==> src/rtl/core/snf_pkg.sv <==
// Shared constants for the 2D simplex fBm block: formats, skew factors and codes.
// No dependencies; imported by snf_div and the top level of the block.
package snf_pkg;

    // Fixed-point layout of coordinates and corner terms
    localparam int FRAC       = 16;
    localparam int TABLE_SIZE = 256;
    localparam int TABLE_AW   = 8;
    localparam int MAX_OCTAVES_DEF = 8;

    // Skew / unskew factors in Q0.32
    localparam logic signed [31:0] SKEW_Q32   = 32'sd1572067134;
    localparam logic signed [31:0] UNSKEW_Q32 = 32'sd907633384;
    localparam int ONE  = 1 << FRAC;
    localparam int HALF = 1 << (FRAC - 1);
    localparam int G2   = 907633384 >> (32 - FRAC);

    // Per-octave weighting
    localparam int FALLOFF_SCALE = 70;
    localparam logic [16:0] AMP_ONE = 17'h10000;
    localparam logic [15:0] PERSIST_RST = 16'h8000;
    localparam logic [3:0]  OCTAVES_RST = 4'd4;

    // Quotient bits kept by the normalizing divider
    localparam int QW = 20;

    // Request operation codes
    localparam logic OP_LOAD = 1'b0;
    localparam logic OP_EVAL = 1'b1;

    // Configuration register indexes
    localparam logic CFG_OCTAVES = 1'b0;
    localparam logic CFG_PERSIST = 1'b1;

endpackage

==> src/rtl/core/snf_div.sv <==
// Restoring divider that normalizes the weighted octave sum, one quotient bit per cycle.
// Depends on snf_pkg (quotient width).
module snf_div #(
    parameter int TOTAL_W = 48,
    parameter int ASUM_W  = 21
) (
    input  logic                      i_clk,
    input  logic                      i_rst_n,
    input  logic                      i_start,
    input  logic signed [TOTAL_W-1:0] i_total,
    input  logic [ASUM_W-1:0]         i_amp_sum,
    output logic                      o_done,
    output logic signed [15:0]        o_result
);
    import snf_pkg::*;

    localparam int DW = ASUM_W + 2;
    localparam int RW = DW + QW;
    localparam int CW = $clog2(QW + 1);

    logic [RW-1:0]      r_rem;
    logic [RW-1:0]      r_dsh;
    logic [QW-1:0]      r_q;
    logic [CW-1:0]      r_cnt;
    logic               r_busy;
    logic               r_done;
    logic               r_neg;
    logic [TOTAL_W-1:0] w_mag;

    // Magnitude of the dividend; divisor is four times the amplitude sum
    assign w_mag = i_total[TOTAL_W-1] ? TOTAL_W'(-i_total) : TOTAL_W'(i_total);

    always_ff @(posedge i_clk) begin
        if (!i_rst_n) begin
            r_busy <= 1'b0;
            r_done <= 1'b0;
            r_cnt  <= '0;
        end else begin
            r_done <= 1'b0;
            if (i_start) begin
                r_rem  <= RW'(w_mag);
                r_dsh  <= RW'({i_amp_sum, 2'b00}) << (QW - 1);
                r_q    <= '0;
                r_neg  <= i_total[TOTAL_W-1];
                r_cnt  <= CW'(QW);
                r_busy <= 1'b1;
            end else if (r_busy) begin
                // one trial subtraction per cycle
                if (r_rem >= r_dsh) begin
                    r_rem <= r_rem - r_dsh;
                    r_q   <= {r_q[QW-2:0], 1'b1};
                end else begin
                    r_q   <= {r_q[QW-2:0], 1'b0};
                end
                r_dsh <= r_dsh >> 1;
                r_cnt <= r_cnt - 1'b1;
                if (r_cnt == CW'(1)) begin
                    r_busy <= 1'b0;
                    r_done <= 1'b1;
                end
            end
        end
    end

    // Sign and saturate to Q2.14
    always_comb begin
        if (!r_neg) begin
            o_result = (r_q > QW'(32767)) ? 16'sh7FFF : $signed(r_q[15:0]);
        end else begin
            o_result = (r_q > QW'(32768)) ? 16'sh8000 : $signed(16'(-r_q));
        end
    end

    assign o_done = r_done;

`ifndef NO_ASSERTIONS
    a_done_after_busy: assert property (@(posedge i_clk) disable iff (!i_rst_n)
        o_done |-> $past(r_busy)) else $error("divider done without work");
`endif
endmodule

==> config.mk <==
export PLATFORM = sky130hd
export DESIGN_NAME = snf_div
export DESIGN_NICKNAME = d
export VERILOG_FILES = /design/src/rtl/core/snf_pkg.sv /design/src/rtl/core/snf_div.sv
export SDC_FILE = /design/constraint.sdc
export NUM_CORES = 1
export LEC_CHECK = 0
export ABC_AREA = 0
export BUFFER_PORTS_ARGS = -buffer_cell sky130_fd_sc_hd__buf_2
export CAP_MARGIN = 25
export CORE_ASPECT_RATIO = 0.8
export CORE_UTILIZATION = 35
export CTS_BUF_LIST = sky130_fd_sc_hd__clkbuf_16
export CTS_CLUSTER_SIZE = 28
export DETAILED_ROUTE_END_ITERATION = 10
export SYNTH_ARGS = -nofsm -noshare
export SYNTH_HDL_FRONTEND = slang
export SYNTH_SLANG_ARGS = --single-unit
==> constraint.sdc <==
create_clock -name i_clk -period 14.6 [get_ports i_clk]
set_input_delay 2.92 -clock i_clk [delete_from_list [all_inputs] [get_ports i_clk]]
set_output_delay 2.92 -clock i_clk [all_outputs]
set_load 0.01 [all_outputs]
== Word-level counts from Yosys, hierarchy flattened ==
Index checks and enable logic that the tools add are counted.

* Bits in registers: 113
* Bits of input ports: 72
* Output and inout port bits: 17
* Word-level logic and storage cells: 43

* $add $sub $neg: 4
* Magnitude comparators: 3
* Equality and inequality tests: 1
* Muxes and demuxes: 17
* Bitwise operators: 2
* Reductions and logical operators: 7

{| class="wikitable"
|+ Operator list
! kind !! count
|-
| $mux W43 || 4
|-
| $mux W42 || 2
|-
| $mux W16 || 3
|-
| $ge A43 B42 Y1 || 1
|-
| $neg A43 Y43 || 1
|-
| $sub A43 B42 Y43 || 1
|-
| $gt A20 B15 Y1 const B || 1
|-
| $gt A20 B16 Y1 const B || 1
|-
| $mux W20 || 1
|-
| $neg A16 Y16 || 1
|-
| $mux W5 || 2
|-
| $eq A5 B1 Y1 const B || 1
|-
| $mux W1 || 5
|-
| $sub A5 B1 Y5 const B || 1
|-
| $reduce_and A2 Y1 || 2
|-
| $reduce_bool A2 Y1 || 2
|-
| $reduce_and A3 Y1 || 1
|-
| $reduce_or A3 Y1 || 1
|-
| $not A1 Y1 || 2
|-
| $reduce_or A2 Y1 || 1
|}

== Longest topological paths before layout ==
Gate-level depths: netlist of run 1.

* Depth in word-level cells: 4
* Gate-level depth with buffers: 12
* Depth with buffers taken out: 12

== Least setup slack after synthesis of run 1 ==
No wires, ideal clock.

* Path kind: input port to flip-flop
* Start: input i_start
* End: register r_rem[0] (enable)
* Setup time: 0.458 ns
* Arrival time: 5.732 ns
* Data required time: 14.142 ns
* Slack: 8.410 ns
* Stages on the path: 4
* Path buffers: 2
* Cells stage by stage: clkbuf_1 > clkbuf_1 > o21ai_0 > a21oi_1

* Word-level cells in the longest chain between the ends: 2
* Elaborated cells between the ends (all ways): 3
* Classes of those cells: reduce/logical: 3

{| class="wikitable"
|+ Ends and longest elaborated chain
! item !! line !! RTL
|-
| from (decl) || snf_div.sv:9 || <nowiki>input logic i_start,</nowiki>
|-
| $reduce_bool A2 Y1 (no line) || - ||
|-
| $reduce_and A3 Y1 (no line) * || - ||
|-
| to (signal assigned) || snf_div.sv:41 || <nowiki>r_rem <= RW'(w_mag);</nowiki>
|-
| to (signal assigned) || snf_div.sv:50 || <nowiki>r_rem <= r_rem - r_dsh;</nowiki>
|-
| to (decl) || snf_div.sv:21 || <nowiki>logic [RW-1:0] r_rem;</nowiki>
|}

Every way passes the cells marked *; elsewhere a longest branch is shown, timed or not.
A chain may end at the register's enable or synchronous reset.

== Worst setup path in the final report of run 1 ==
* Start: register r_q[0]
* End: output o_result[3]

* Word-level cells in the longest chain between the ends: 3
* Elaborated cells between the ends (all ways): 6
* Classes of those cells: add/sub: 1; order compare: 2; mux: 3

{| class="wikitable"
|+ Ends and longest elaborated chain
! item !! line !! RTL
|-
| from (decl) || snf_div.sv:23 || <nowiki>logic [QW-1:0] r_q;</nowiki>
|-
| from (signal assigned) || snf_div.sv:51 || <nowiki>r_q <= {r_q[QW-2:0], 1'b1};</nowiki>
|-
| from (signal assigned) || snf_div.sv:53 || <nowiki>r_q <= {r_q[QW-2:0], 1'b0};</nowiki>
|-
| $neg A16 Y16 (tied with other cells) || snf_div.sv:70 || <nowiki>o_result = (r_q > QW'(32768)) ? 16'sh8000 : $signed(16'(-r_q));</nowiki>
|-
| $mux W16 (on tied branches) || snf_div.sv:70, snf_div.sv:68 ||
|-
| $mux W16 * || snf_div.sv:67 || <nowiki>if (!r_neg) begin</nowiki>
|-
| to (decl) || snf_div.sv:13 || <nowiki>output logic signed [15:0] o_result</nowiki>
|}

Marked as above.

==> metrics.md, run 1 <==
| Metric | Value |
|---|---|
| Relative slew slack | 42.3% |
| Leakage | 3.86 nW |
| Number of antenna violations at the first check in global routing | 8 |
| TritonCTS Buffers | 17 |
| CP max FO | 12 |
| Share of layout cells above drive strength 1 | 12.1% |
| Post-route insts no fill | 1,350 |
| Gr usage total | 17.9% |
| EDFF count, synth | 106 |
| Max Clk Rate | 151 MHz |
| Syn_nets | 1,079 |
| Crit start category | flip-flop |
| Starting density of the core | 35.7% |
| Unique cell type count in the Yosys netlist | 55 |
| Setup slack after layout | 7.99 ns |
| Skew-Pair Late Insertion Delay | 0.42 ns |
| Metal-1 WL | 10.8 mm |
| Tcrit/Tclk final | 45.3% |
| Layout Skew | 0.0131 ns |
| Clock Root Buffer | clkbuf_16 |
| Placement Rows | 50 |
| Setup tns final | 0 ns |
| DR iter-0 viols | 498 |
| Hold Path Class | reg2reg |
| CTS tree | built |
| Largest net degree at the start of global routing | 83 |
| PortBufs | 84 |
| Placed Cells | 1,312 |
| Synth area leaders | edfxtp_1, ha_1, xnor2_1 |
| Die Y | 140 µm |
| Reg area | 3320 µm² |
| Core area | 23,500 µm² |
| Area of the multi-input gates | 4630 µm² |
| Max VDD drop | 0.0629 mV |
| Final setup viols | 0 |
| DP HPWL | 15.5 mm |
| Synth Register Bits | 113 |
| Clk sinks | 113 |
| # Post-CTS Setup Buffers | 0 |
| Synth Cell Area | 8380 µm² |
| Power density cells | 112 nW/µm² |
| Setup CP Type | reg2out |
| CP Data Arrival Time | 3.69 ns |
| Register area share after synthesis | 39.6% |
| Wire per inst | 15.8 µm |
| Top FF cell, synth | edfxtp_1 |
| Final Power | 1.08 mW |
| Via count of the routed design | 7,118 |
| Die W | 175 µm |
| Worst path required time | 11.68 ns |
| First-pass GRT wire length | 34.8 mm |
| Metal3 WL | 1.33 mm |
| DR DRC count | 0 |
| Post-place setup slack | 8.46 ns |
| Yosys warning total | 0 |
| Maximum root-to-sink buffer count | 2 |
| Async set-reset flop share out of synthesis | 0% |
| Via/cell ratio | 5.27 |
| Filler Cell Count | 2,384 |
| Most instantiated cells after synthesis | nand2_1, edfxtp_1, o21ai_0 |
| Fin. Hold Viols | 0 |
| Die Area | 24,600 µm² |
| Synth top area share | 38.0% |
| Area growth from synthesis to layout | 14.3% |
| Antenna Nets Post-Route | 0 |
| Final Max Tran Viols | 0 |
| RSZ-0062 raised after global routing | false |
| Clock-pin slew on the worst setup and hold paths | 0.05 ns |
| CP endpoint kind | primary output |
| Syn_area_per_cell | 8.73 µm² |
| GRT overflow | 0 |
| Cell count after synthesis | 960 |
| Most common cell in the netlist | nand2_1 |
| Vias in the first global route | 6,599 |
| Minimum clock period | 6.61 ns |
| Outcome | completed |
| DR pass1 iterations | 5 |
| Nets@finish | 1,138 |
| Post-cts resize count | 0 |
| # IOs | 89 |
| Worst-margin pin slew | 0.856 ns |
| Top Layer Used | met5 |
| Met2 routed WL | 8.88 mm |
| Max cap viols | 0 |
| Routability cong. | 0.827 |
| H-tree levels | 4 |
| Cts hold-fix bufs | 0 |
| Final wirelength | 21.3 mm |
| Leading area contributor after synthesis | edfxtp_1 |
[placed cells by master, fill, tap and decap left out, types with 5 or more instances in the layout]
cell and count:
nand4_1 23, o21a_1 5, nand2b_1 6, o21bai_1 7
a211oi_1 7, nor3_1 16, nor2_1 75, a21oi_1 73
nand2_1 113, nor4b_1 5, or3_1 16, ha_1 46
inv_1 73, nand3_1 14, o31ai_1 20, dfxtp_1 7
o21ai_0 94, nor2b_1 28, edfxtp_1 106, buf_2 83
diode_2 6, o311ai_0 9, xnor2_1 61, clkinv_2 5
clkbuf_16 17, buf_4 5, a21o_1 30, a31oi_1 5
or3_4 5, xor2_1 19
[kinds of logic after synthesis]
family / share of synthesized area (%)
AO/OA/AOI/OAI: 20.3
buffers and inverters: 5.21
multiplexers: 0.239
adder cells (fa/ha/maj): 7.10
AND/OR/NAND/NOR: 19.1
XOR/XNOR: 8.36
flip-flops: 39.6
[per-stage QoR]
step	area [µm²]	hold WS [ns]	utilization [%]
5_1_grt	9580	0.545	40.8
2_1_floorplan	8380	0.468	-
3_3_place_gp	9060	0.482	38.6
4_1_cts	9570	0.496	40.8
6_report	9590	0.499	40.9
3_5_place_dp	9060	0.492	38.6
[where the power goes]
group	switching, mW	internal [mW]
Combinational	0.180	0.116
Clock	0.150	0.226
Sequential	0.0123	0.392
[flip-flops by register name, indices dropped and copies added (netlist names)]
signal and count:
r_busy 1, r_cnt 5, r_q 20, r_neg 1
r_rem 43, r_dsh 42, o_done 1
[final cells by class]
cell class	count	share of cell area, %
Inverter	68	2.66
Antenna cell	6	0.157
Timing Repair Buffer	88	4.73
Multi-Input combinational cell	731	48.3
Sequential cell	113	34.7
Clock inverter	15	0.927
Tap cell	312	4.07
Clock buffer	17	4.44
[critical path, stage by stage (launching register included)]
cell      delay [ns]
edfxtp_1        0.39
inv_1           0.11
ha_1            0.19
nor3b_1         0.32
nand4_1         0.15
or3_1           0.36
or3_1           0.35
o21ai_0         0.23
nand3_1         0.35
or3b_2          0.57
nand3_1         0.10
buf_2           0.15
[per-layer routing]
layer	vias up	track usage [%]
met2	171	26.0
met1	3333	25.9
met4	4	5.31
met3	25	4.59
met5	-	0
li1	3585	-
[worst paths after layout]
check / startpoint / endpoint / slack (ns) / depth (start not counted)
worst max-delay path: r_q[0]$_SDFFCE_PP0P_ / o_result[3] / 7.99 / 11
worst min register to register: r_cnt[1]$_SDFFE_PP0P_ / r_cnt[1]$_SDFFE_PP0P_ / 0.50 / 2
worst max register to register: r_rem[7]$_DFFE_PP_ / r_rem[6]$_DFFE_PP_ / 9.77 / 11
worst min-delay path: r_cnt[1]$_SDFFE_PP0P_ / r_cnt[1]$_SDFFE_PP0P_ / 0.50 / 2
Power figures use the tool's default switching activity.
==> run 2: changes to the inputs <==
--- a/config.mk
+++ b/config.mk
@@ -5,7 +5,7 @@
 export SDC_FILE = /design/constraint.sdc
 export NUM_CORES = 1
 export LEC_CHECK = 0
-export ABC_AREA = 0
+export ABC_AREA = 1
 export BUFFER_PORTS_ARGS = -buffer_cell sky130_fd_sc_hd__buf_2
 export CAP_MARGIN = 25
 export CORE_ASPECT_RATIO = 0.8
==> constraint.sdc (replaced) <==
create_clock -name i_clk -period 5.7 [get_ports i_clk]
set_input_delay 1.14 -clock i_clk [delete_from_list [all_inputs] [get_ports i_clk]]
set_output_delay 1.14 -clock i_clk [all_outputs]
set_load 0.01 [all_outputs]
==> metrics.md, run 2 <==
| Metric | Value |
|---|---|
| Gr usage total | 21.1% (+3.2 points) |
| Final setup viols | 0 (unchanged) |
| RSZ-0062 raised after global routing | false |
| Layout Skew | 0.0126 ns (-0.000488 ns) |
| Synth Register Bits | 113 (unchanged) |
| Worst path required time | 4.56 ns (-7.12 ns) |
| TritonCTS Buffers | 17 (unchanged) |
| # IOs | 89 (unchanged) |
| Skew-Pair Late Insertion Delay | 0.44 ns (+0.02 ns) |
| Slowest-stage cell, CP | nor4_1 |
| Share of layout cells above drive strength 1 | 11.3% (-0.85 points) |
| CP Data Arrival Time | 2.51 ns (-1.18 ns) |
| Area growth from synthesis to layout | 14.6% |
| Core area | 27,400 µm² (+17%) |
| Crit start category | flip-flop |
| Post-cts resize count | 0 (unchanged) |
| Most common cell in the netlist | nand2_1 |
| Top FF cell, synth | edfxtp_1 |
| Power density cells | 294 nW/µm² (+160%) |
| Critical Path Sink | o_result[1] |
| Cell count after synthesis | 1,488 (+55%) |
| Synth top area share | 32.4% (-5.5 points) |
| FF-to-FF Start | r_rem[27]$_DFFE_PP_ |
| H-tree levels | 4 (unchanged) |
| Placed Cells | 1,913 (+46%) |
| Reg with most FFs | r_rem |
| Max reg flops | 43 (unchanged) |
| Number of antenna violations at the first check in global routing | 1 (-7) |
| Post-route design area | 11,200 µm² (+17%) |
| Setup CP Type | reg2out |
| Outcome | completed |
| Largest regs | r_rem (43), r_dsh (42), r_q (20) |
| Crit-path max cell delay | 0.40 ns (-0.17 ns) |
| Relative slew slack | 42.3% (about the same) |
| Max cap viols | 0 (unchanged) |
| Most common library cell in the layout ignoring fill and taps | nand2_1 |
| Synth Cell Area | 9820 µm² (+17%) |
| Crit path from | r_q[18]$_SDFFCE_PP0P_ |
| CTS tree | built |
| PortBufs | 84 (unchanged) |
| Via/cell ratio | 4.94 (-6.3%) |
| Yosys warning total | 0 (unchanged) |
| Final wirelength | 29.5 mm (+38%) |
| Max VDD drop | 0.214 mV (+240%) |
| R2R depth | 12 (+1) |
| Leading area contributor after synthesis | edfxtp_1 |
| Fin. Hold Viols | 0 (unchanged) |
| Vias in the first global route | 8,633 (+31%) |
| CP max FO | 16 (+4) |
| Filler Cell Count | 2,954 (+24%) |
| Tcrit/Tclk final | 64.1% |
| DR DRC count | 0 (unchanged) |
| # Post-CTS Setup Buffers | 0 (unchanged) |
| Final Core Density | 41.0% (+0.14 points) |
| Leakage | 5.56 nW (+44%) |
| Wire per inst | 15.1 µm (-4.1%) |
| Clock-pin slew on the worst setup and hold paths | 0.06 ns (about the same) |
| Routability cong. | 0.906 (+9.6%) |
| Syn_area_per_cell | 6.60 µm² (-24%) |
| Die Y | 152 µm (+8.1%) |
| CP endpoint kind | primary output |
| Worst-margin pin slew | 0.865 ns (+0.00882 ns) |
| Maximum root-to-sink buffer count | 2 (unchanged) |
| Starting density of the core | 35.8% (+0.054 points) |
| Syn_nets | 1,607 (+49%) |
| Final Max Tran Viols | 0 (unchanged) |
| Antenna Nets Post-Route | 0 (unchanged) |
| Reg2reg end | r_rem[1]$_DFFE_PP_ |
| Worst hold start | r_cnt[1]$_SDFFE_PP0P_ |
| Setup tns final | 0 ns (unchanged) |
| Die Area | 28,700 µm² (+17%) |
| DR iter-0 viols | 801 (+61%) |
| Via count of the routed design | 9,613 (+35%) |
| Nets@finish | 1,687 (+48%) |
| Minimum clock period | 3.65 ns |
| CP Cell Sequence | nor4_1 -> nand2_1 -> nand2_2 -> nand2_2 -> inv_1 -> nand2_1 -> nand2_1 -> buf_2 |
| Most frequent CP cell | nand2_1 |
| Reg2Reg Setup Slack | 2.50 ns (-7.27 ns) |
| Placed cell area | 10,600 µm² (+17%) |
| GRT overflow | 0 (unchanged) |
| Placement Rows | 54 (+8.0%) |
| Final hold slack | 0.509 ns (+0.0106 ns) |
| Hold Path Class | reg2reg |
| Cts hold-fix bufs | 0 (unchanged) |
| Clock Root Buffer | clkbuf_16 |
| Synth area leaders | edfxtp_1, nand2_1, inv_1 |
| First-pass GRT wire length | 46.3 mm (+33%) |
| Post-route insts no fill | 1,946 (+44%) |
| Die W | 189 µm (+8.1%) |
| Async set-reset flop share out of synthesis | 0% (unchanged) |
| Unique cell type count in the Yosys netlist | 42 (-24%) |
| Most frequent cells in the layout | nand2_1, inv_1, nor2_1 |
| Max Clk Rate | 274 MHz |
| Largest net degree at the start of global routing | 61 (-27%) |
| Register area share after synthesis | 33.9% (-5.8 points) |
| DR pass1 iterations | 5 (unchanged) |
| EDFF count, synth | 106 (unchanged) |
| Most instantiated cells after synthesis | nand2_1, inv_1, nor2_1 |
| DP HPWL | 23.2 mm (+49%) |
| Clk sinks | 113 (unchanged) |
run 2: changes by cell type in the layout (fill, tap and decap cells not counted), moves of 10 or more:
cell     delta
inv_1     +205
nor2_1     +78
nand2_1   +327
or3_1      -16
nand2_2    +14
o21ai_1    +16
o31ai_1    -18
nor2_2     +13
nor2b_1    -28
a21o_1     -30
nand3_1    +84
nand3_2    +10
xnor2_1    -61
run 2: power by group:
group | internal (mW) | total (mW) | switching [mW] | leakage (nW)
logic | 0.325 | 1.04 | 0.718 | 4.15
registers | 1.02 | 1.06 | 0.0387 | 1.09
clock network | 0.746 | 1.20 | 0.456 | 0.316
total | 2.09 | 3.31 | 1.21 | 5.56
run 2: metrics by stage:
stage | setup WS, ns | power [mW]
6_report | 2.05 | 3.31
4_1_cts | 2.01 | 3.31
3_3_place_gp | 2.27 | 2.09
2_1_floorplan | 2.56 | 1.80
5_1_grt | 1.92 | 3.50
3_5_place_dp | 2.26 | 2.10
run 2: critical path: cells and delay by family (launching register included):
kind                   cells  cell delay [ns]
and+or+nand+nor            6             1.37
DFF                        1             0.38
buffers and inverters      2             0.33
run 2: kinds of logic after synthesis:
family          after synthesis  synth area share [%]
fa+ha+maj                    47                  6.07
xor+xnor                     18                  1.61
compound gates              210                  11.3
flops                       113                  33.9
simple gates                792                  35.0
buf+inv                     308                  12.1
run 2: area by class of cell:
type / instances / area, µm² / area share (%)
multi-input cells: 1067 / 5310 / 47.2
flip-flops and latches: 113 / 3320 / 29.5
inverters: 280 / 1050 / 9.34
repair buffers: 89 / 460 / 4.09
well taps: 364 / 455 / 4.05
clock buffers: 17 / 425 / 3.78
clock inverters: 15 / 219 / 1.95
diodes: 1 / 2.50 / 0.0222
run 2: worst min-delay path by stage:
stage                     cells past startpoint                    end  slack, ns
final                                         2  r_cnt[1]$_SDFFE_PP0P_       0.51
after global routing                          2  r_cnt[1]$_SDFFE_PP0P_       0.54
after CTS                                     2  r_cnt[1]$_SDFFE_PP0P_       0.51
after detailed placement                      2  r_cnt[1]$_SDFFE_PP0P_       0.50
after global placement                        2  r_cnt[0]$_SDFFE_PP0P_       0.49
after floorplan                               2  r_cnt[0]$_SDFFE_PP0P_       0.47
run 2: metal layers:
layer  vias up  wire length, µm  share of wire (%)  global-route usage, %
met5         -                0                  0                      0
met2       348            11500                 39                   29.7
li1       4920                -                  -                      -
met1      4325            15400                 52                   32.5
met3        20             2180                7.4                   3.80
met4         0              310                1.1                   5.36
==> run 3: changes to the inputs <==
==> constraint.sdc (replaced) <==
create_clock -name i_clk -period 3.5 [get_ports i_clk]
set_input_delay 0.7 -clock i_clk [delete_from_list [all_inputs] [get_ports i_clk]]
set_output_delay 0.7 -clock i_clk [all_outputs]
set_load 0.01 [all_outputs]
==> metrics.md, run 3 (same netlist as run 2, synthesis figures left out) <==
| Metric | Value |
|---|---|
| Max cap viols | 0 (unchanged) |
| Fin. Hold Viols | 0 (unchanged) |
| DR DRC count | 0 (unchanged) |
| Post-place setup slack | 0.790 ns (-1.47 ns) |
| Post-route insts no fill | 1,947 (+0.051%) |
| Metal-1 WL | 15.1 mm (-1.9%) |
| Reg2Reg Setup Slack | 0.85 ns (-1.65 ns) |
| Minimum clock period | 3.13 ns |
| Antenna Nets Post-Route | 0 (unchanged) |
| DP HPWL | 22.9 mm (-1.4%) |
| Vias in the first global route | 8,220 (-4.8%) |
| Placement Rows | 54 (unchanged) |
| Top Layer Used | met4 |
| Clock Root Buffer | clkbuf_16 |
| Most frequent cells in the layout | nand2_1, inv_1, nor2_1 |
| Hold depth | 2 (unchanged) |
| DR iter-0 viols | 900 (+12%) |
| Worst hold start | r_cnt[1]$_SDFFE_PP0P_ |
| # IOs | 89 (unchanged) |
| Final wirelength | 29.0 mm (-1.6%) |
| Relative slew slack | 50.4% (+8.0 points) |
| Hold Path Class | reg2reg |
| Routability cong. | 0.949 (+4.7%) |
| Metal3 WL | 2.49 mm (+14%) |
| Core area | 27,400 µm² (unchanged) |
| Reg with most FFs | r_rem |
| Die Area | 28,700 µm² (unchanged) |
| CP endpoint kind | primary output |
| Gr usage total | 20.6% (-0.52 points) |
| Crit start category | flip-flop |
| Max Clk Rate | 319 MHz |
| Tcrit/Tclk final | 89.5% |
| Cts hold-fix bufs | 0 (unchanged) |
| GRT overflow | 0 (unchanged) |
| H-tree levels | 4 (unchanged) |
| Layout Skew | 0.00784 ns (-0.00476 ns) |
| Final hold slack | 0.501 ns (-0.00872 ns) |
| Largest regs | r_rem (43), r_dsh (42), r_q (20) |
| TritonCTS Buffers | 17 (unchanged) |
| Skew-Pair Late Insertion Delay | 0.42 ns (-0.02 ns) |
| DR pass1 iterations | 6 (+1) |
| Final Max Tran Viols | 0 (unchanged) |
| Area growth from synthesis to layout | 14.8% |
| Max reg flops | 43 (unchanged) |
| Setup tns final | 0 ns (unchanged) |
| Met2 routed WL | 11.2 mm (-3.4%) |
| Starting density of the core | 35.8% (unchanged) |
| Worst-margin pin slew | 0.744 ns (-0.121 ns) |
| Final setup viols | 0 (unchanged) |
| Outcome | completed |
| Worst path required time | 2.80 ns (-1.76 ns) |
| Maximum root-to-sink buffer count | 2 (unchanged) |
| CP Data Arrival Time | 2.43 ns (-0.08 ns) |
| Nets@finish | 1,689 (+0.12%) |
| Die W | 189 µm (unchanged) |
| CTS tree | built |
| R2R depth | 12 (unchanged) |
| Via count of the routed design | 9,536 (-0.80%) |
| Largest net degree at the start of global routing | 117 (+92%) |
| Wire per inst | 14.9 µm (-1.7%) |
| Reg2reg end | r_rem[16]$_DFFE_PP_ |
| # Post-CTS Setup Buffers | 0 (unchanged) |
| Die Y | 152 µm (unchanged) |
| RSZ-0062 raised after global routing | false |
| FF-to-FF Start | r_rem[15]$_DFFE_PP_ |
| Power density cells | 469 nW/µm² (+60%) |
| PortBufs | 84 (unchanged) |
| First-pass GRT wire length | 45.0 mm (-2.8%) |
| Diodes inserted | 0 (-1) |
| Number of antenna violations at the first check in global routing | 0 (-1) |
| Via/cell ratio | 4.90 (-0.85%) |
| Reg area | 3320 µm² (unchanged) |
| Max VDD drop | 0.323 mV (+51%) |
| Filler Cell Count | 3,024 (+2.4%) |
| Leakage | 5.55 nW (-0.17%) |
| CP max FO | 16 (unchanged) |
| Post-cts resize count | 0 (unchanged) |
| Placed Cells | 1,915 (+0.10%) |
| Most common library cell in the layout ignoring fill and taps | nand2_1 |
| Setup slack after layout | 0.367 ns (-1.68 ns) |
| Clk sinks | 113 (unchanged) |
| Clock-pin slew on the worst setup and hold paths | 0.06 ns (about the same) |
| Area of the multi-input gates | 5310 µm² (unchanged) |
| Worst Hold Path EP | r_cnt[1]$_SDFFE_PP0P_ |
| Share of layout cells above drive strength 1 | 11.2% (-0.077 points) |
| Setup CP Type | reg2out |
[run 3: cell count changes in the layout (fill, tap and decap cells not counted)]
| cell | previous run | this run |
|---|---|---|
| buf_4 | 6 | 5 |
| buf_12 | 0 | 3 |
| clkinv_2 | 0 | 1 |
| diode_2 | 1 | 0 |
| clkinvlp_4 | 0 | 5 |
| clkinv_4 | 3 | 1 |
| inv_8 | 1 | 0 |
| clkinv_1 | 0 | 3 |
| inv_6 | 7 | 1 |
[run 3: how the worst max path moves through the flow]
stage | from | end
4_1_cts | r_q[18]$_SDFFCE_PP0P_ | o_result[9]
3_5_place_dp | r_q[18]$_SDFFCE_PP0P_ | o_result[9]
5_1_grt | r_q[18]$_SDFFCE_PP0P_ | o_result[9]
3_3_place_gp | r_q[18]$_SDFFCE_PP0P_ | o_result[9]
6_report | r_q[18]$_SDFFCE_PP0P_ | o_result[9]
2_1_floorplan | r_rem[5]$_DFFE_PP_ | r_rem[0]$_DFFE_PP_
[run 3: power breakdown]
part | total (mW) | internal [mW] | switching, mW | leakage (nW)
Clock | 1.83 | 1.18 | 0.651 | 0.284
Combinational | 1.72 | 0.539 | 1.18 | 4.17
Sequential | 1.73 | 1.67 | 0.0629 | 1.09
[run 3: through the flow]
stage / utilization, % / total power, mW / cell area, µm²
2_1_floorplan: - / 2.93 / 9820
6_report: 41.1 / 5.29 / 11300
3_3_place_gp: 38.8 / 3.43 / 10700
4_1_cts: 41.1 / 5.30 / 11300
3_5_place_dp: 38.8 / 3.45 / 10700
5_1_grt: 41.1 / 5.61 / 11300
[run 3: worst max-delay path: stages (launching register included)]
cell and delay [ns]:
edfxtp_1 0.38, nor4_1 0.40, nand2_1 0.40, nand2_2 0.22
nand2_2 0.18, inv_1 0.15, nand3_1 0.08, nand2_1 0.06
buf_2 0.12
[run 3: cell type report]
| cell class | count | area share (%) |
|---|---|---|
| timing repair buffer | 91 | 4.55 |
| tap | 364 | 4.04 |
| clock buffer | 17 | 3.77 |
| multi-input combinational | 1067 | 47.1 |
| inverter | 280 | 9.33 |
| sequential | 113 | 29.5 |
| clock inverter | 15 | 1.70 |
[run 3: per-layer routing]
| metal | up-vias | GRT usage (%) |
|---|---|---|
| li1 | 4920 | - |
| met1 | 4270 | 32.9 |
| met2 | 334 | 28.0 |
| met3 | 12 | 3.48 |
| met4 | 0 | 4.27 |
| met5 | - | 0 |
